`src/rtl/gpl_pkg.sv`:
```
// gpl_pkg: opcodes, register indexes, reset values and shared types
// for the grid point and line plotter. No dependencies.

package gpl_pkg;

    localparam int COORD_W = 12;
    localparam int PIX_W   = 8;

    // opcodes
    localparam logic [1:0] OP_POINT = 2'd0;
    localparam logic [1:0] OP_LINE  = 2'd1;
    localparam logic [1:0] OP_READ  = 2'd2;

    // configuration register indexes
    localparam logic CFG_INCREMENT  = 1'b0;
    localparam logic CFG_LINE_VALUE = 1'b1;

    // direction flag codes
    localparam logic [1:0] DIR_IN  = 2'b00;
    localparam logic [1:0] DIR_POS = 2'b01;
    localparam logic [1:0] DIR_NEG = 2'b11;

    localparam logic [PIX_W-1:0] PIX_MAX      = 8'd255;
    localparam int               RST_INC_I    = 25;
    localparam logic [PIX_W-1:0] RST_INC      = 8'(RST_INC_I);
    localparam logic [PIX_W-1:0] RST_LINE_VAL = 8'd100;
    localparam logic [PIX_W-1:0] RST_THR      = 8'(RST_INC_I * (255 / RST_INC_I));

    // line stepper status toward the sequencer
    typedef struct packed {
        logic valid;
        logic last;
    } ln_stat_t;

endpackage

```
`src/rtl/gpl_line.sv`:
```
// gpl_line: Bresenham line stepper, one pixel per cycle after a setup step.
// Depends on gpl_pkg.

module gpl_line #(
    parameter int XW = 8,
    parameter int YW = 8
) (
    input  logic              aclk,
    input  logic              aresetn,
    input  logic              start,
    input  logic [XW-1:0]     ax,
    input  logic [YW-1:0]     ay,
    input  logic [XW-1:0]     bx,
    input  logic [YW-1:0]     by,
    output logic [XW-1:0]     pix_x,
    output logic [YW-1:0]     pix_y,
    output gpl_pkg::ln_stat_t stat
);

    localparam int CW = (XW > YW) ? XW : YW;
    localparam int EW = CW + 3;

    typedef enum logic [2:0] {
        LN_IDLE  = 3'b001,
        LN_SETUP = 3'b010,
        LN_STEP  = 3'b100
    } ln_state_t;

    ln_state_t state_reg, state_next;

    logic [XW-1:0]        x_reg;
    logic [YW-1:0]        y_reg;
    logic [CW-1:0]        dx_reg;
    logic [CW-1:0]        dy_reg;
    logic                 sx_reg;
    logic                 sy_reg;
    logic                 major_x_reg;
    logic [CW-1:0]        cnt_reg;
    logic signed [EW-1:0] err_reg;
    logic signed [EW-1:0] inc_pos_reg;
    logic signed [EW-1:0] inc_neg_reg;

    logic [XW-1:0]        dx_in;
    logic [YW-1:0]        dy_in;
    logic                 major_x;
    logic [CW-1:0]        maj;
    logic [CW-1:0]        mnr;
    logic signed [EW-1:0] maj1;
    logic signed [EW-1:0] maj2;
    logic signed [EW-1:0] mnr2;
    logic                 err_ge;
    logic [XW-1:0]        x_step;
    logic [YW-1:0]        y_step;

    always_comb begin
        dx_in   = (bx > ax) ? bx - ax : ax - bx;
        dy_in   = (by > ay) ? by - ay : ay - by;
        major_x = (dx_reg >= dy_reg);
        maj     = major_x ? dx_reg : dy_reg;
        mnr     = major_x ? dy_reg : dx_reg;
        maj1    = $signed(EW'(maj));
        maj2    = $signed(EW'({maj, 1'b0}));
        mnr2    = $signed(EW'({mnr, 1'b0}));
        err_ge  = !err_reg[EW-1];
        x_step  = sx_reg ? x_reg + XW'(1) : x_reg - XW'(1);
        y_step  = sy_reg ? y_reg + YW'(1) : y_reg - YW'(1);
    end

    always_comb begin
        state_next = state_reg;
        case (state_reg)
            LN_IDLE: begin
                if (start) begin
                    state_next = LN_SETUP;
                end
            end
            LN_SETUP: begin
                state_next = LN_STEP;
            end
            LN_STEP: begin
                if (cnt_reg == '0) begin
                    state_next = LN_IDLE;
                end
            end
            default: begin
                state_next = LN_IDLE;
            end
        endcase
    end

    always_ff @(posedge aclk) begin
        if (!aresetn) begin
            state_reg <= LN_IDLE;
        end else begin
            state_reg <= state_next;
        end
    end

    always_ff @(posedge aclk) begin
        case (state_reg)
            LN_IDLE: begin
                if (start) begin
                    x_reg  <= ax;
                    y_reg  <= ay;
                    dx_reg <= CW'(dx_in);
                    dy_reg <= CW'(dy_in);
                    sx_reg <= (bx > ax);
                    sy_reg <= (by > ay);
                end
            end
            LN_SETUP: begin
                major_x_reg <= major_x;
                cnt_reg     <= maj;
                err_reg     <= mnr2 - maj1;
                inc_pos_reg <= mnr2 - maj2;
                inc_neg_reg <= mnr2;
            end
            LN_STEP: begin
                // major axis always moves, minor axis on non-negative error
                if (major_x_reg) begin
                    x_reg <= x_step;
                    if (err_ge) begin
                        y_reg <= y_step;
                    end
                end else begin
                    y_reg <= y_step;
                    if (err_ge) begin
                        x_reg <= x_step;
                    end
                end
                err_reg <= err_reg + (err_ge ? inc_pos_reg : inc_neg_reg);
                cnt_reg <= cnt_reg - CW'(1);
            end
            default: begin
            end
        endcase
    end

    assign pix_x      = x_reg;
    assign pix_y      = y_reg;
    assign stat.valid = (state_reg == LN_STEP);
    assign stat.last  = (state_reg == LN_STEP) && (cnt_reg == '0);

endmodule

```
`config.mk`:
```
export PLATFORM = sky130hd
export DESIGN_NAME = gpl_line
export DESIGN_NICKNAME = d
export VERILOG_FILES = /design/src/rtl/gpl_pkg.sv /design/src/rtl/gpl_line.sv
export SDC_FILE = /design/constraint.sdc
export NUM_CORES = 1
export LEC_CHECK = 0
export BUFFER_PORTS_ARGS = -buffer_cell sky130_fd_sc_hd__buf_2
export CORE_MARGIN = 2
export CORE_UTILIZATION = 35
export DETAILED_ROUTE_END_ITERATION = 8
export GPL_TIMING_DRIVEN = 0
export PLACE_DENSITY = 0.54
export SETUP_SLACK_MARGIN = 0.4
export SLEW_MARGIN = 20
export SYNTH_ARGS = -nofsm -noshare
export SYNTH_HDL_FRONTEND = slang
export SYNTH_SLANG_ARGS = --single-unit
export TNS_END_PERCENT = 100
```
`constraint.sdc`:
```
create_clock -name aclk -period 5.72 [get_ports aclk]
set_clock_uncertainty 0.15 [all_clocks]
set_input_delay 0 -clock aclk [delete_from_list [all_inputs] [get_ports aclk]]
set_output_delay 0 -clock aclk [all_outputs]
set_load 0.02 [all_outputs]
```
==> results of run 1 <==
-- cell families (layout without fill, tap and decap cells) --
| family | after synthesis | in the layout | synth area share (%) |
|---|---|---|---|
| flip-flops | 73 | 73 | 35.8 |
| buffers and inverters | 91 | 183 | 5.77 |
| AND/OR/NAND/NOR | 144 | 144 | 10.9 |
| XOR/XNOR | 56 | 56 | 8.13 |
| multiplexers | 34 | 34 | 5.87 |
| adder cells (fa/ha/maj) | 79 | 79 | 17.2 |
| AO/OA/AOI/OAI | 149 | 149 | 16.3 |
-- synth_stat cells, types with 3 or more instances --
cell / instances / area (um^2)
mux2_2: 10 / 113
a21o_1: 9 / 67.6
a31oi_1: 6 / 37.5
nand2b_1: 5 / 31.3
mux2i_1: 23 / 230
and2_1: 5 / 31.3
xor2_1: 20 / 175
o21bai_1: 7 / 52.6
ha_1: 66 / 826
nor2_1: 47 / 176
nor4_1: 3 / 18.8
a21oi_1: 44 / 220
fa_1: 8 / 160
and3_1: 3 / 18.8
nor3_1: 13 / 65.1
nor2b_1: 9 / 56.3
o21ai_1: 9 / 45.0
a21boi_0: 4 / 30.0
o31ai_1: 3 / 22.5
xnor2_1: 36 / 315
maj3_1: 4 / 40.0
nand3b_1: 4 / 30.0
o21ai_0: 31 / 155
nand2_1: 46 / 173
inv_1: 76 / 285
o21a_1: 4 / 30.0
clkbuf_1: 9 / 33.8
nand3_1: 5 / 25.0
edfxtp_1: 70 / 2100
dfxtp_1: 3 / 60.1
-- cell type report --
type	count	area (um^2)
multi-input combinational	462	3550
inverter	78	293
sequential	73	2160
buffer	13	61.3
fill	1720	9910
timing repair buffer	76	504
clock inverter	7	61.3
clock buffer	9	225
tap	225	282
-- power breakdown --
group          internal (uW)  switching (uW)  leakage, uW
logic                    409             533      0.00231
registers                687            36.1     0.000675
clock network            333             228     0.000144
-- routing by layer --
metal,share of wire (%),routed length [um],up-vias
met5,0,0,-
met4,2.3,334,0
met3,2.4,360,15
met2,48,7120,66
met1,47,6940,2178
li1,-,-,2385
-- timing repair --
item | CTS | global route
endpoints found under the hold margin | 24 | 0
resized for setup | 2 | 8
endpoints found under the setup margin | 2 | 7
hold buffers | 21 | 0
-- placed cells by master (no fill, tap or decap), types with 5 or more instances in the layout --
| cell type | n |
|---|---|
| a21o_1 | 9 |
| a21oi_1 | 44 |
| a31oi_1 | 5 |
| and2_1 | 5 |
| buf_2 | 53 |
| clkbuf_1 | 6 |
| clkbuf_16 | 9 |
| dlygate4sd3_1 | 21 |
| edfxtp_1 | 70 |
| fa_1 | 8 |
| ha_1 | 66 |
| inv_1 | 76 |
| mux2_2 | 10 |
| mux2i_1 | 22 |
| nand2_1 | 46 |
| nand2b_1 | 5 |
| nand3_1 | 5 |
| nor2_1 | 45 |
| nor2b_1 | 9 |
| nor3_1 | 13 |
| o21ai_0 | 30 |
| o21ai_1 | 9 |
| o21bai_1 | 7 |
| xnor2_1 | 36 |
| xor2_1 | 20 |
-- per-stage QoR --
step | hold WS, ns | cells
after global routing | 0.0498 | 943
after CTS | 0.00691 | 943
after global placement | 0.0509 | 903
final | 0.0203 | 943
after floorplan | -0.0738 | 626
after detailed placement | 0.0600 | 906
-- worst max-delay path, stage by stage, from the launching register on --
cell and delay, ns:
edfxtp_1 0.34, clkbuf_2 0.21, inv_1 0.14, ha_1 0.38, and4_1 0.31, o21a_4 0.18
a21boi_4 0.11, inv_2 0.11, buf_2 0.25, clkbuf_4 0.29, mux2i_4 0.34, inv_1 0.09
fa_1 0.43, inv_1 0.07, a21oi_1 0.08, maj3_1 0.36, mux2i_1 0.28, o21ai_0 0.15
nand2_1 0.09, a31oi_1 0.09, xnor2_1 0.17, o21ai_1 0.07
-- worst max-delay path by stage --
stage | startpoint | to | slack (ns)
4_1_cts | dy_reg[4] | err_reg[8] | 0.42
3_3_place_gp | dy_reg[4] | err_reg[8] | 0.39
2_1_floorplan | dy_reg[4] | err_reg[8] | 1.33
6_report | dy_reg[4] | err_reg[8] | 0.76
5_1_grt | dy_reg[4] | err_reg[8] | 0.39
3_5_place_dp | dy_reg[4] | err_reg[8] | 0.30
==> summary.md, run 1 <==
| Metric | Value |
|---|---|
| Result of the run | `finished, final reports clean` |
| Max Root-Sink Buffers | `2` |
| Grt ovf | `0` |
| Worst max-slew margin expressed relative to the limit | `a little under a third` |
| I/O Pins | `53` |
| Count of unique library cells instantiated by Yosys | `68` |
| Fraction of layout instances using a drive strength above 1 | `between 10% and 20%` |
| Crit path required time | `5.66 ns` |
| Die footprint | `18,300 um^2` |
| Post-synthesis sequential area ratio | `between 30% and 40%` |
| Hold path startpoint | `bx[1]` |
| Count of flip-flops with a built-in enable after synthesis | `70` |
| Synthesized area per cell | `between 9 and 10 um^2` |
| Worst-case reg-to-reg path depth | `21` |
| Synth-to-layout area growth | `18.4%` |
| RD Place Congestion | `roughly 0.85` |
| Min Clock Period, post-route | `just under 5 ns` |
| ANT nets after route | `0` |
| Via count | `roughly 4,600` |
| DR pass1 iterations | `4` |
| Kind of path behind the tightest hold check | `in2reg` |
| Register-to-Register Setup Slack | `between 0.7 and 0.8 ns` |
| Finished Cell Area | `about 7000 um^2` |
| Number of diodes added for antenna fixing | `0` |
| Global-route wire length before repair | `24.3 mm` |
| Category of the worst setup path capture point | `flip-flop` |
| Latest clock arrival within the worst-skew pair | `~0.35 ns` |
| Global routing met3 resource utilization | `approximately 2.1%` |
| Critical Path Source Type | `flip-flop` |
| Number of flip-flops and latches in the synthesized netlist | `73` |
| Setup repair after global routing missed its margin | `true` |
| Chip Height | `about 140 um` |
| Share of synthesized flip-flops with an asynchronous set or reset | `0%` |
| Die extent in x | `135 um` |
| Number of levels in the clock H-tree | `3` |
| F_max | `202 MHz` |
| Leakage | `~0.0031 uW` |
| Final Setup Violations | `0` |
| Worst min-delay path endpoint | `dx_reg[1]` |
| Accumulated negative setup slack | `0 ns` |
| Launching point of the worst reg2reg path | `dy_reg[4]` |
| Final max-slew violation count | `0` |
| Clk sinks | `between 70 and 80` |
| HPWL reported at the end of detailed placement | `between 10 and 15 mm` |
| Wire length per cell after detailed routing | `~16 um` |
| Total Wirelength | `roughly 15 mm` |
| Part of the cycle the worst path needs | `about 87%` |
| Post-detailed-route via-to-cell ratio | `about 4.9` |
| Instance area after placement | `around 6600 um^2` |
| DRC viols | `0` |
| Gr busiest metal | `met2` |
| Number of hold-slack violations in the final timing report | `0` |
| Slew of the pin with the lowest slew margin | `~1.0 ns` |
| Final layout net count | `approximately 820` |
| Maxcap violations | `0` |
| Total power density per cell area | `slightly above 300 nW/um^2` |
| Post-CTS repair timing setup buffer count | `0` |
| Met1 track demand over resource | `22.0%` |
| Iteration-0 DRC Markers | `166` |
| Fin util | `41.9%` |
| Capture instance of the worst register-to-register path | `err_reg[8]` |
| TritonCTS clock tree | `done` |
| Number of buffers added by the clock tree synthesis step | `9` |
| Global routing usage on met2 | `approximately 29%` |
| Count of mapped cells out of synthesis | `between 600 and 700` |
| Ys Warns | `0` |
| Initial antenna violation count | `0` |
| Type of the worst setup path | `reg2reg` |
| Largest net degree at the start of global routing | `16` |
| Power, Total | `approximately 2200 uW` |
| Num rows | `between 40 and 50` |
| Global-route usage over all layers | `17.1%` |
| Crit path setup slack, layout | `about 0.76 ns` |
| Number of global-route vias before repair | `between 4,000 and 5,000` |
| Worst Setup Slack post-DPL | `0.303 ns` |
| Data arrival time of the worst path | `slightly below 5 ns` |
| Clk root buf | `clkbuf_16` |
| Clock-pin slew on the worst setup and hold paths | `approximately 0.06 ns` |
| Count of buffers from port buffering | `52` |
| Starting density of the core | `between 30% and 40%` |
| Peak supply drop | `approximately 0.00014 V` |
| Max Fanout on Critical Path | `10` |
| Core box area | `approximately 17,000 um^2` |
| Net count of the mapped netlist | `about 740` |
| Post-synthesis cell area | `between 6000 and 7000 um^2` |
| Instance count along the most critical hold path | `3` |
| Max reg flops | `10` |
| Ys flop type | `edfxtp_1` |
Power figures use the tool's default switching activity.
==> run 2: changes to the inputs <==
--- a/config.mk
+++ b/config.mk
@@ -10,8 +10,10 @@
 export CORE_UTILIZATION = 35
 export DETAILED_ROUTE_END_ITERATION = 8
 export GPL_TIMING_DRIVEN = 0
+export HOLD_SLACK_MARGIN = 0.06
 export PLACE_DENSITY = 0.54
 export SETUP_SLACK_MARGIN = 0.4
+export SKIP_LAST_GASP = 1
 export SLEW_MARGIN = 20
 export SYNTH_ARGS = -nofsm -noshare
 export SYNTH_HDL_FRONTEND = slang
==> summary.md, run 2 (synthesis results as in run 1) <==
| Metric | Value |
|---|---|
| Layout Cells excl Fill | `950 (was 943)` |
| Crit path required time | `5.66 ns (about the same)` |
| DRC viols | `0 (unchanged)` |
| Initial antenna violation count | `0 (unchanged)` |
| Global-route usage over all layers | `17.1% (about the same)` |
| Wire length per cell after detailed routing | `15.5 um (was 15.7 um)` |
| Total Wirelength | `14.8 mm (about the same)` |
| CP Cell Sequence | `clkbuf_2 -> inv_1 -> ha_1 -> and4_1 -> o21a_4 -> a21boi_4 -> inv_2 -> buf_2 -> clkbuf_4 -> mux2i_4 -> inv_1 -> fa_1 -> inv_1 -> a21oi_1 -> maj3_1 -> mux2i_1 -> o21ai_0 -> nand2_1 -> a31oi_1 -> xnor2_1 -> o21ai_1 (unchanged)` |
| HPWL reported at the end of detailed placement | `11.6 mm (unchanged)` |
| Result of the run | `finished, final reports clean (unchanged)` |
| Core box area | `17,100 um^2 (unchanged)` |
| Max reg flops | `10 (unchanged)` |
| Worst Hold Margin | `0.0677 ns (was 0.0203 ns)` |
| Grt ovf | `0 (unchanged)` |
| Setup repair after global routing missed its margin | `true (unchanged)` |
| Leading cell type in the layout, fill and taps excluded | `inv_1 (unchanged)` |
| Iteration-0 DRC Markers | `167 (was 166)` |
| Number of global-route vias before repair | `4,764 (was 4,738)` |
| Max Fanout on Critical Path | `10 (unchanged)` |
| Leading cell types in the layout, fill and taps excluded | `inv_1 (76), edfxtp_1 (70), ha_1 (66) (unchanged)` |
| TritonCTS clock tree | `done (unchanged)` |
| Post-detailed-route via-to-cell ratio | `4.93 (was 4.92)` |
| Worst max-slew margin expressed relative to the limit | `30.7% (about the same)` |
| Slew of the pin with the lowest slew margin | `1.03 ns (about the same)` |
| Final layout net count | `829 (was 822)` |
| Number of hold-slack violations in the final timing report | `0 (unchanged)` |
| Highest-delay cell along the critical path | `fa_1 (unchanged)` |
| Power, Total | `2230 uW (about the same)` |
| Count of buffers from port buffering | `52 (unchanged)` |
| Cell family with most CP delay | `adder cells (unchanged)` |
| Buf+Inv Stages, Crit Path | `7 (unchanged)` |
| Peak per-stage delay on the critical path | `0.43 ns (about the same)` |
| Total power density per cell area | `309 nW/um^2 (was 312 nW/um^2)` |
| I/O Pins | `53 (unchanged)` |
| ANT nets after route | `0 (unchanged)` |
| Data arrival time of the worst path | `4.90 ns (about the same)` |
| Maxcap violations | `0 (unchanged)` |
| Starting density of the core | `35.4% (unchanged)` |
| Global-route wire length before repair | `24.3 mm (about the same)` |
| Leakage | `0.00316 uW (was 0.00313 uW)` |
| RD Place Congestion | `0.853 (unchanged)` |
| Accumulated negative setup slack | `0 ns (unchanged)` |
| Part of the cycle the worst path needs | `86.7% (about the same)` |
| Post-CTS repair timing setup buffer count | `0 (unchanged)` |
| Number of buffers added by the clock tree synthesis step | `9 (unchanged)` |
| DR pass1 iterations | `4 (unchanged)` |
| Max Root-Sink Buffers | `2 (unchanged)` |
| Clock-pin slew on the worst setup and hold paths | `0.06 ns (about the same)` |
| Cell with the most instances on the worst path | `inv_1 (unchanged)` |
| Synth-to-layout area growth | `19.6% (was 18.4%)` |
| Clk root buf | `clkbuf_16 (unchanged)` |
| Latest clock arrival within the worst-skew pair | `0.35 ns (about the same)` |
| Number of levels in the clock H-tree | `3 (unchanged)` |
| Final Setup Violations | `0 (unchanged)` |
| Kind of path behind the tightest hold check | `in2reg (unchanged)` |
| Via count | `4,683 (was 4,644)` |
| Peak supply drop | `0.000137 V (was 0.000138 V)` |
| Die footprint | `18,300 um^2 (unchanged)` |
| Critical Path Source Type | `flip-flop (unchanged)` |
| Min Clock Period, post-route | `4.96 ns (about the same)` |
| F_max | `202 MHz (about the same)` |
| Placed Cells incl. Taps | `906 (unchanged)` |
| Category of the worst setup path capture point | `flip-flop (unchanged)` |
| Fraction of layout instances using a drive strength above 1 | `13.9% (was 14.1%)` |
| Die extent in x | `135 um (unchanged)` |
| Largest net degree at the start of global routing | `16 (unchanged)` |
| Number of diodes added for antenna fixing | `0 (unchanged)` |
| Chip Height | `135 um (unchanged)` |
| Num rows | `48 (unchanged)` |
| Final max-slew violation count | `0 (unchanged)` |
| Type of the worst setup path | `reg2reg (unchanged)` |
| Clk sinks | `73 (unchanged)` |
-- run 2: cell count changes in the layout (fill, tap and decap cells not counted) --
cell           before  now
dlygate4sd3_1      21   28
-- run 2: metal layers --
metal	vias to the layer above	wire length [um]	share of wire, %	global-route usage [%]
li1	2404	-	-	-
met1	2194	6890	47	22.0
met2	69	7180	49	29.2
met3	16	359	2.4	2.10
met4	0	334	2.3	7.06
met5	-	0	0	0
-- run 2: power breakdown --
part	total, uW	switching [uW]	internal, uW
combinational	944	532	412
sequential	723	35.9	687
clock	560	227	333
total	2230	795	1430
-- run 2: final cells by class --
class	count	area, um^2
clock inverter	7	61.3
buffer	13	61.3
timing repair buffer	83	574
multi-input combinational	462	3550
inverter	78	293
sequential	73	2160
tap	225	282
clock buffer	9	225
fill	1714	9840
-- run 2: path summary, 6_finish.rpt --
kind / start / to / slack (ns) / cells past startpoint
setup / recovery: dy_reg[4] / err_reg[8] / 0.76 / 21
hold / removal: by[4] / dy_reg[4] / 0.07 / 3
setup reg to reg: dy_reg[4] / err_reg[8] / 0.76 / 21
hold reg to reg: cnt_reg[0] / cnt_reg[0] / 0.50 / 1
-- run 2: tightest hold or removal path: stages --
cell and delay [ns]:
buf_2 0.09, ha_1 0.22, xnor2_1 0.14
-- run 2: repair_timing --
item                                   in CTS  in global routing
setup endpoints to repair                   2                  7
gates resized for setup                     2                  8
endpoints found under the hold margin      31                  0
hold buffers                               28                  0
-- run 2: metrics by stage --
step	utilization [%]	cell area (um^2)	setup slack, ns
floorplan	-	6030	1.33
global placement	38.5	6570	0.394
detailed placement	38.8	6620	0.303
CTS	42.2	7190	0.416
global route	42.3	7210	0.389
finish	42.3	7210	0.760
