**src/rtl/gpl_pkg.sv**
```systemverilog
// gpl_pkg: opcodes, register indexes, reset values and shared types
// for the grid point and line plotter. No dependencies.

package gpl_pkg;

    localparam int COORD_W = 12;
    localparam int PIX_W   = 8;

    // opcodes
    localparam logic [1:0] OP_POINT = 2'd0;
    localparam logic [1:0] OP_LINE  = 2'd1;
    localparam logic [1:0] OP_READ  = 2'd2;

    // configuration register indexes
    localparam logic CFG_INCREMENT  = 1'b0;
    localparam logic CFG_LINE_VALUE = 1'b1;

    // direction flag codes
    localparam logic [1:0] DIR_IN  = 2'b00;
    localparam logic [1:0] DIR_POS = 2'b01;
    localparam logic [1:0] DIR_NEG = 2'b11;

    localparam logic [PIX_W-1:0] PIX_MAX      = 8'd255;
    localparam int               RST_INC_I    = 25;
    localparam logic [PIX_W-1:0] RST_INC      = 8'(RST_INC_I);
    localparam logic [PIX_W-1:0] RST_LINE_VAL = 8'd100;
    localparam logic [PIX_W-1:0] RST_THR      = 8'(RST_INC_I * (255 / RST_INC_I));

    // line stepper status toward the sequencer
    typedef struct packed {
        logic valid;
        logic last;
    } ln_stat_t;

endpackage

```
**src/rtl/gpl_thresh.sv**
```systemverilog
// gpl_thresh: saturation threshold unit, increment * floor(255 / increment),
// found as 255 minus the remainder of a bit-serial restoring division.
// Depends on gpl_pkg.

module gpl_thresh (
    input  logic                      aclk,
    input  logic                      aresetn,
    input  logic                      load,
    input  logic [gpl_pkg::PIX_W-1:0] divisor,
    output logic                      busy,
    output logic [gpl_pkg::PIX_W-1:0] thresh
);

    logic                      busy_reg;
    logic [2:0]                cnt_reg;
    logic [gpl_pkg::PIX_W-1:0] div_reg;
    logic [gpl_pkg::PIX_W-1:0] rem_reg;
    logic [gpl_pkg::PIX_W-1:0] rem_next;
    logic [gpl_pkg::PIX_W-1:0] thr_reg;
    logic [gpl_pkg::PIX_W:0]   trial;

    // dividend is all ones, so every step shifts in a one
    always_comb begin
        trial = {rem_reg, 1'b1};
        if (trial >= {1'b0, div_reg}) begin
            rem_next = gpl_pkg::PIX_W'(trial - {1'b0, div_reg});
        end else begin
            rem_next = trial[gpl_pkg::PIX_W-1:0];
        end
    end

    always_ff @(posedge aclk) begin
        if (!aresetn) begin
            busy_reg <= 1'b0;
            cnt_reg  <= '0;
            thr_reg  <= gpl_pkg::RST_THR;
        end else if (load) begin
            if (divisor == '0) begin
                busy_reg <= 1'b0;
                thr_reg  <= '0;
            end else begin
                busy_reg <= 1'b1;
                cnt_reg  <= '0;
            end
        end else if (busy_reg) begin
            cnt_reg <= cnt_reg + 3'd1;
            if (cnt_reg == 3'd7) begin
                busy_reg <= 1'b0;
                thr_reg  <= gpl_pkg::PIX_MAX - rem_next;
            end
        end
    end

    always_ff @(posedge aclk) begin
        if (load) begin
            div_reg <= divisor;
            rem_reg <= '0;
        end else if (busy_reg) begin
            rem_reg <= rem_next;
        end
    end

    assign busy   = busy_reg;
    assign thresh = thr_reg;

endmodule

```
**config.mk**
```make
export PLATFORM = sky130hd
export DESIGN_NAME = gpl_thresh
export DESIGN_NICKNAME = d
export VERILOG_FILES = /design/src/rtl/gpl_pkg.sv /design/src/rtl/gpl_thresh.sv
export SDC_FILE = /design/constraint.sdc
export NUM_CORES = 1
export LEC_CHECK = 0
export BUFFER_PORTS_ARGS = -buffer_cell sky130_fd_sc_hd__buf_2
export CAP_MARGIN = 20
export CORE_ASPECT_RATIO = 1.4
export CORE_MARGIN = 5
export CORE_UTILIZATION = 51
export CTS_CLUSTER_SIZE = 14
export DETAILED_ROUTE_END_ITERATION = 6
export HOLD_SLACK_MARGIN = 0.08
export PLACE_DENSITY = 0.75
export SLEW_MARGIN = 20
export SYNTH_ARGS = -nofsm -noshare
export SYNTH_HDL_FRONTEND = slang
export SYNTH_SLANG_ARGS = --single-unit
```
**constraint.sdc**
```tcl
create_clock -name aclk -period 2.3 [get_ports aclk]
set_clock_uncertainty 0.1 [all_clocks]
set_input_delay 0.23 -clock aclk [delete_from_list [all_inputs] [get_ports aclk]]
set_output_delay 0.23 -clock aclk [all_outputs]
set_load 0.02 [all_outputs]
```
==> results.sh, run 1 <==
export IMPL_antenna_left=0
export IMPL_synth_warnings=0
export IMPL_seq_area_sq_um=642
export IMPL_drcViolationCount=0
export IMPL_final_cell_mix="19 x dfxtp_1, 19 x buf_2, 17 x nor2_1"
export IMPL_drt_iter0_drc=91
export IMPL_vias=1468
export IMPL_root_buffer="clkbuf_8"
export IMPL_antenna_found_initial=0
export IMPL_cts_buffer_depth=2
export IMPL_multi_input_area_sq_um=830
export IMPL_place_congestion=0.820
export IMPL_drt_pass1_iter_count=4
export IMPL_setup_tns_ps=0
export IMPL_die_h_um=74.5
export IMPL_status="completed"
export IMPL_critPathLaunchType="register"
export IMPL_tightest_slew_ps=774
export IMPL_antennaDiodeCount=0
export IMPL_clk_pin_slew_ps=100
export IMPL_setup_viol=0
export IMPL_grt_use_total_pct=20.4
export IMPL_fillers=231
export IMPL_slowest_delay_ps=530
export IMPL_globalRouteMet2Util_pct=39.1
export IMPL_hold_class="input port to register"
export IMPL_setup_slack_ps=5.10
export IMPL_num_rows=23
export IMPL_port_buffers=19
export IMPL_grt_use_met1_pct=21.4
export IMPL_fp_dieW_um=56.1
export IMPL_syn_area_sq_um=1520
export IMPL_synth_top_area_share_pct=26.4
export IMPL_yosysUniqueCellTypes=45
export IMPL_place_ws_ps=17.8
export IMPL_path_cells="inv_1 -> ha_2 -> inv_1 -> fa_2 -> nand3_2 -> nand2_2 -> buf_6 -> or4_1 -> nand3_2 -> o22ai_1"
export IMPL_hold_violations=0
export IMPL_cts_sinks=28
export IMPL_start_util_pct=52.7
export IMPL_clkLatencyLatePin_ps=280
export IMPL_clock_fmax_mhz=436
export IMPL_synth_avg_cell_area_sq_um=9.24
export IMPL_layout_drive_gt1_share_pct=22.0
export IMPL_slew_limit_headroom_pct=48.1
export IMPL_netlist_instances=164
export IMPL_leakage_nw=0.830
export IMPL_critPathRequiredTime_ps=2370
export IMPL_synth_seq_cells=28
export IMPL_fin_area_sq_um=1920
export IMPL_die_area_sq_um=4180
export IMPL_core_area_sq_um=2880
export IMPL_cts_tree="built"
export IMPL_period_share_pct=99.8
export IMPL_place_area_sq_um=1710
export IMPL_yosysTopAreaCell="dfxtp_1"
export IMPL_cts_buffers=3
export IMPL_end_kind="register"
export IMPL_busiest_layer="met2"
export IMPL_cp_slowest_cell="or4_1"
export IMPL_period_minus_slack_ps=2290
export IMPL_ios=20
export IMPL_power_mw=1.22
export IMPL_nets=227
export IMPL_reg2reg_setup_slack_ps=5
export IMPL_grt_pass1_vias=1503
export IMPL_max_cap_violations=0
export IMPL_worstSetupPathType="register to register"
export IMPL_grt_pass1_wl_um=6590
export IMPL_rsz0062_at_grt="true"
export IMPL_htreeDepth=1
export IMPL_grt_max_degree=22
export IMPL_syn2layout_area_growth_pct=26.4
export IMPL_crit_fanout=5
export IMPL_viasPerCell=6.07
export IMPL_p_per_area_nw_per_um2=637
export IMPL_arrival_ps=2360
export IMPL_syn_num_nets=185
export IMPL_slew_violations=0
export IMPL_wl_per_cell_um=17.2
export IMPL_synth_top_cells_by_area="dfxtp_1 26%, edfxtp_1 16%, ha_1 7.4%, nor2_1 4.2%, a21oi_1 3.3%"
export IMPL_totalWireLength_um=4150
export IMPL_hpwl_um=2920
export IMPL_grt_overflow_total=0
export IMPL_irDropWorstVdd_v=0.000672
export IMPL_ys_seq_area_share_pct=42.3
export IMPL_grt_use_met3_pct=2.78
[routing by layer]
metal / vias up / routed length [um]
met5: - / 0
met4: 0 / 153
met3: 15 / 230
met2: 74 / 2220
met1: 682 / 1550
li1: 697 / -
[worst max-delay path: cells and delay by family, from the launching register on]
kind,cells,cell delay [ps]
AND/OR/NAND/NOR,4,810
adder cells (fa/ha/maj),2,590
flip-flops,1,330
buffers and inverters,3,260
AO/OA/AOI/OAI,1,90
[stage by stage]
step / utilization (%) / std cells / hold WS [ps]
after floorplan: - / 164 / 208
after global placement: 59.6 / 226 / 322
after detailed placement: 59.6 / 226 / 326
after CTS: 65.1 / 239 / 296
after global routing: 66.6 / 242 / 314
final: 66.6 / 242 / 294
[path summary, 6_finish.rpt]
check             start    endpoint  depth (start not counted)
max          rem_reg[0]  rem_reg[1]                         10
min                load  cnt_reg[2]                          5
max reg2reg  rem_reg[0]  rem_reg[1]                         10
min reg2reg   thresh[6]   thresh[6]                          2
[logic make-up (layout without fill, tap and decap cells)]
logic type | after synthesis | after routing | synth area share, %
muxes | 4 | 4 | 2.73
buffers and inverters | 16 | 57 | 4.13
AOI/OAI and AO/OA | 46 | 46 | 21.8
xor gates and xnor gates | 1 | 1 | 0.578
adders and majority gates | 10 | 10 | 8.75
DFF | 28 | 28 | 42.3
and+or+nand+nor | 59 | 59 | 19.7
[synth_stat cells (all sizes together)]
library cell	count
o31a	3
a31o	2
o211ai	3
a211oi	3
a221o	2
nand3	4
a311oi	3
a22oi	2
o22ai	2
nor3b	3
nand3b	1
or3	1
nor4b	1
nand2	13
buf	2
clkinv	1
mux2	1
and4b	1
or4	1
o21ai	5
nor2b	3
a211o	2
clkbuf	2
a21o	1
o311ai	4
inv	11
o21a	1
and3	5
edfxtp	8
nor4	2
a31oi	2
nor2	17
dfxtp	20
fa	1
mux2i	3
o31ai	1
nor3	2
and2	1
a21oi	10
xnor2	1
nand2b	4
ha	9
[power by group]
part           internal, mW  total, mW  leakage, nW  switching [mW]
clock network         0.190      0.353       0.0339           0.163
logic                 0.139      0.316        0.555           0.177
registers             0.533      0.551        0.242          0.0174
total                 0.862       1.22        0.830           0.357
[what timing repair did]
item                                   4_1_cts  5_1_grt
gates resized for setup                      1        7
setup endpoints to repair                    3        7
endpoints found under the hold margin       10        0
hold buffers                                 9        0
pin swaps                                    0        4
buffers inserted                             0        3
[final cells by class]
| class | count | share of cell area [%] |
|---|---|---|
| Clock buffer | 4 | 3.46 |
| Inverter | 12 | 2.35 |
| Multi-Input combinational cell | 120 | 43.3 |
| Sequential cell | 28 | 33.5 |
| Tap cell | 37 | 2.42 |
| Timing Repair Buffer | 41 | 15.0 |
No activity file was read; power rests on OpenSTA's default activity.
==> run 2, diff against run 1 <==
CORE_UTILIZATION = 56   (was 51)
HOLD_SLACK_MARGIN = default   (was 0.08)
PLACE_DENSITY = 0.78   (was 0.75)
clock period = 2.5 ns   (was 2.3 ns; I/O delays follow)
==> run 2 against run 1 <==
Count of clock-buffer cells in the layout stayed put. Non-clock buffer count decreased by 14. Sequential share of layout area rose by 2.9 points. Critical endpoint is now rem_reg[3]. Highest routed layer unchanged. Register-to-register slack better by 180 ps. Combinational power down 22%. Largest cell class unchanged. Core utilization increased by 0.66 points. Flip-flop and latch count unchanged.
==> results.sh, run 2 (synthesis results as in run 1) <==
export IMPL_cts_buffers=3
export IMPL_core_area_sq_um=2620
export IMPL_nets=213
export IMPL_crit_fanout=7
export IMPL_critPathRequiredTime_ps=2660
export IMPL_reg2reg_setup_slack_ps=190
export IMPL_hold_class="input port to register"
export IMPL_wl_per_cell_um=15.5
export IMPL_clock_fmax_mhz=433
export IMPL_antenna_left=0
export IMPL_cts_sinks=28
export IMPL_fillers=226
export IMPL_period_share_pct=92.5
export IMPL_grt_pass1_vias=1315
export IMPL_drcViolationCount=0
export IMPL_slew_violations=0
export IMPL_wl_met2_um=1850
export IMPL_root_buffer="clkbuf_4"
export IMPL_whs_path_depth=1
export IMPL_setup_tns_ps=0
export IMPL_fin_util_pct=67.2
export IMPL_seq_area_sq_um=641
export IMPL_num_rows=22
export IMPL_multi_input_area_sq_um=812
export IMPL_power_mw=1.01
export IMPL_slowest_delay_ps=400
export IMPL_htreeDepth=1
export IMPL_cp_slowest_cell="fa_1"
export IMPL_wl_met1_um=1380
export IMPL_post_cts_buffers=0
export IMPL_port_buffers=19
export IMPL_slew_limit_headroom_pct=53.6
export IMPL_grt_use_total_pct=20.1
export IMPL_top_layer="met4"
export IMPL_hpwl_um=2660
export IMPL_postCtsHoldBufs=3
export IMPL_r2r_start="rem_reg[0]"
export IMPL_die_area_sq_um=3860
export IMPL_p_per_area_nw_per_um2=576
export IMPL_clkLatencyLatePin_ps=340
export IMPL_start_util_pct=57.9
export IMPL_vias=1374
export IMPL_layout_drive_gt1_share_pct=15.2
export IMPL_clk_pin_slew_ps=150
export IMPL_cts_resized=0
export IMPL_worstSetupPathType="register to register"
export IMPL_grt_overflow_total=0
export IMPL_die_h_um=71.5
export IMPL_drt_pass1_iter_count=4
export IMPL_critPathLaunchType="register"
export IMPL_leakage_nw=0.754
export IMPL_irDropWorstVdd_v=0.000575
export IMPL_viasPerCell=6.05
export IMPL_totalWireLength_um=3520
export IMPL_cp_startpoint="rem_reg[0]"
export IMPL_final_common_cell="dfxtp_1"
export IMPL_final_cell_mix="20 x dfxtp_1, 19 x buf_2, 17 x nor2_1"
export IMPL_rr_worst_depth=9
export IMPL_reg2reg_to="rem_reg[3]"
export IMPL_grt_max_degree=23
export IMPL_tightest_slew_ps=693
export IMPL_rsz0062_at_grt="false"
export IMPL_met3_wirelength_um=197
export IMPL_cts_tree="built"
export IMPL_end_kind="register"
export IMPL_max_cap_violations=0
export IMPL_cpMostUsedCell="inv_1"
export IMPL_arrival_ps=2470
export IMPL_min_to="div_reg[5]"
export IMPL_cts_buffer_depth=2
export IMPL_drt_iter0_drc=79
export IMPL_period_minus_slack_ps=2310
export IMPL_fp_dieW_um=54.0
export IMPL_hold_violations=0
export IMPL_setup_viol=0
export IMPL_grt_pass1_wl_um=5740
export IMPL_syn2layout_area_growth_pct=16.0
export IMPL_ios=20
export IMPL_place_congestion=0.829
export IMPL_antenna_found_initial=0
export IMPL_hold_start="divisor[5]"
export IMPL_path_cells="inv_1 -> ha_1 -> inv_1 -> fa_1 -> nand3_1 -> nand2_1 -> o21a_1 -> or3_1 -> a31o_1"
export IMPL_antennaDiodeCount=0
export IMPL_status="completed"
[run 2: area by class of cell]
type,count,area share (%)
Tap cell,36,2.56
Multi-Input combinational cell,120,46.2
Timing Repair Buffer,27,9.54
Clock buffer,4,2.70
Sequential cell,28,36.4
Inverter,12,2.56
[run 2: worst max-delay path by stage]
stage          cells after the start  slack, ps         end
2_1_floorplan                      9        310  rem_reg[6]
3_3_place_gp                       9        290  rem_reg[3]
3_5_place_dp                      10        260  rem_reg[6]
4_1_cts                           10        210  rem_reg[6]
5_1_grt                           10         30   thresh[6]
6_report                           9        190  rem_reg[3]
[run 2: routing by layer]
metal / global-route usage [%] / vias up
met5: 0 / -
met2: 34.6 / 56
met1: 23.7 / 639
met4: 8.81 / 0
met3: 2.91 / 12
li1: - / 667
[run 2: critical path: cells and delay by family, from the launching register on]
| kind | cells | cell delay (ps) |
|---|---|---|
| DFF | 1 | 360 |
| and+or+nand+nor | 3 | 600 |
| adders and majority gates | 2 | 550 |
| AOI/OAI and AO/OA | 2 | 490 |
| buffers and inverters | 2 | 130 |
[run 2: power breakdown]
part           switching (mW)  internal, mW
Combinational           0.143         0.103
Clock                   0.138         0.122
Sequential             0.0159         0.491
[run 2: per-stage QoR]
stage,setup WS (ps),hold slack (ps),std cells,area [sq um]
floorplan,312,228,164,1520
global placement,292,337,218,1660
CTS,207,1.48,225,1740
global route,31.1,1.28,227,1760
finish,188,2.39,227,1760
detailed placement,257,346,218,1660
==> run 3, diff against run 2 <==
CORE_UTILIZATION = 59   (was 56)
CTS_BUF_LIST = sky130_fd_sc_hd__clkbuf_8   (was default)
PLACE_DENSITY = 0.81   (was 0.78)
==> run 3 against run 2 <==
Register-to-register slack about the same. Via count shrank 1.8%. Cell count is 2.6% lower. Flip-flop and latch count stayed put. Worst hold slack improved by 57 ps. Power increased by 9.3%. Largest cell class unchanged. Clock power increased by 37%. Combinational power about the same. Sequential power is essentially flat. Global-route usage increased by 0.50 points. Die area shrank 4.3%. Count of clock-buffer cells in the layout decreased by 1.
==> results.sh, run 3 (synthesis results as in run 1) <==
export IMPL_status="completed"
export IMPL_tightest_slew_ps=751
export IMPL_drcViolationCount=0
export IMPL_grt_pass1_vias=1305
export IMPL_antenna_found_initial=0
export IMPL_clock_fmax_mhz=432
export IMPL_cts_tree="built"
export IMPL_syn2layout_area_growth_pct=14.6
export IMPL_pwr_share_seq_pct=45.6
export IMPL_r2r_start="rem_reg[0]"
export IMPL_intPower_mw=0.805
export IMPL_grt_pass1_wl_um=5810
export IMPL_antennaDiodeCount=0
export IMPL_antenna_left=0
export IMPL_port_buffers=19
export IMPL_die_area_sq_um=3700
export IMPL_drt_pass1_iter_count=4
export IMPL_slew_violations=0
export IMPL_setup_viol=0
export IMPL_ios=20
export IMPL_path_delay_family="simple AND/OR/NAND/NOR gates"
export IMPL_hold_violations=0
export IMPL_htreeDepth=1
export IMPL_start_util_pct=62.7
export IMPL_hold_class="input port to register"
export IMPL_fillers=199
export IMPL_drt_iter0_drc=68
export IMPL_leakage_nw=0.747
export IMPL_final_cell_mix="20 x dfxtp_1, 19 x buf_2, 17 x nor2_1"
export IMPL_grt_use_total_pct=20.6
export IMPL_setup_tns_ps=0
export IMPL_hpwl_um=2640
export IMPL_layout_drive_gt1_share_pct=16.0
export IMPL_final_common_cell="dfxtp_1"
export IMPL_grt_max_degree=23
export IMPL_crit_buf_inv=2
export IMPL_grt_overflow_total=0
export IMPL_hold_start="divisor[5]"
export IMPL_power_share_clock_pct=32.2
export IMPL_rsz0062_at_grt="false"
export IMPL_place_congestion=0.842
export IMPL_period_share_pct=92.6
export IMPL_vias=1349
export IMPL_postCtsHoldBufs=0
export IMPL_critPathRequiredTime_ps=2580
export IMPL_critPathLaunchType="register"
export IMPL_p_per_area_nw_per_um2=638
export IMPL_cp_slowest_cell="fa_1"
export IMPL_cts_buffers=3
export IMPL_fin_util_pct=71.8
export IMPL_crit_fanout=7
export IMPL_max_cap_violations=0
export IMPL_post_cts_buffers=0
export IMPL_num_rows=21
export IMPL_viasPerCell=6.10
export IMPL_slowest_delay_ps=410
export IMPL_switching_power_mw=0.303
export IMPL_cp_startpoint="rem_reg[0]"
export IMPL_p_comb_share_pct=22.2
export IMPL_cpMostUsedCell="inv_1"
export IMPL_core_area_sq_um=2420
export IMPL_clk_pin_slew_ps=90
export IMPL_irDropWorstVdd_v=0.000703
export IMPL_clkLatencyLatePin_ps=280
export IMPL_cts_resized=0
export IMPL_nets=209
export IMPL_path_cells="inv_1 -> ha_1 -> inv_1 -> fa_1 -> nand3_1 -> nand2_1 -> o21a_1 -> or3_1 -> a31o_1"
export IMPL_end_kind="register"
export IMPL_arrival_ps=2390
export IMPL_period_minus_slack_ps=2320
export IMPL_cts_sinks=28
export IMPL_worstSetupPathType="register to register"
export IMPL_power_mw=1.11
export IMPL_root_buffer="clkbuf_8"
export IMPL_p_sw_share_pct=27.3
export IMPL_fp_dieW_um=52.8
export IMPL_cts_buffer_depth=2
export IMPL_die_h_um=70.0
export IMPL_wl_per_cell_um=16.0
export IMPL_totalWireLength_um=3540
export IMPL_slew_limit_headroom_pct=49.7
run 3: cell types whose count changed in the layout (fill, tap and decap cells not counted):
cell | previous run | this run
clkbuf_8 | 0 | 3
clkbuf_16 | 1 | 0
clkbuf_4 | 3 | 0
buf_4 | 3 | 4
dlygate4sd3_1 | 5 | 0
bufinv_16 | 0 | 1
run 3: final timing paths:
path,end,slack (ps),cells after the start
worst max register to register,rem_reg[3],180,9
worst max-delay path,rem_reg[3],180,9
worst min-delay path,div_reg[5],60,1
worst min register to register,thresh[0],370,2
run 3: final cells by class:
class / instances / area (sq um) / area share, %
multi-input cells: 120 / 812 / 46.8
inverters: 12 / 45.0 / 2.59
clock inverters: 1 / 30.0 / 1.73
flip-flops and latches: 28 / 641 / 36.9
well taps: 34 / 42.5 / 2.45
clock buffers: 3 / 41.3 / 2.38
repair buffers: 23 / 125 / 7.20
run 3: power by group through the flow:
stage / Sequential, mW / Combinational [mW] / Clock, mW
floorplan: 0.513 / 0.174 / 0
global placement: 0.515 / 0.230 / 0
detailed placement: 0.516 / 0.240 / 0
CTS: 0.506 / 0.243 / 0.355
global route: 0.508 / 0.272 / 0.373
finish: 0.506 / 0.246 / 0.357
run 3: layer usage:
metal / global-route usage (%) / wire length [um] / up-vias
li1: - / - / 658
met1: 25.2 / 1420 / 636
met2: 35.1 / 1860 / 44
met3: 3.19 / 184 / 11
met4: 7.67 / 77 / 0
met5: 0 / 0 / -
run 3: through the flow:
stage	cell area, sq um	worst slack (ps)	hold slack, ps	cells
floorplan	1520	312	228	164
global placement	1670	294	337	217
detailed placement	1670	246	343	217
CTS	1740	210	58.5	221
global route	1740	25.1	52.8	221
finish	1740	185	58.9	221
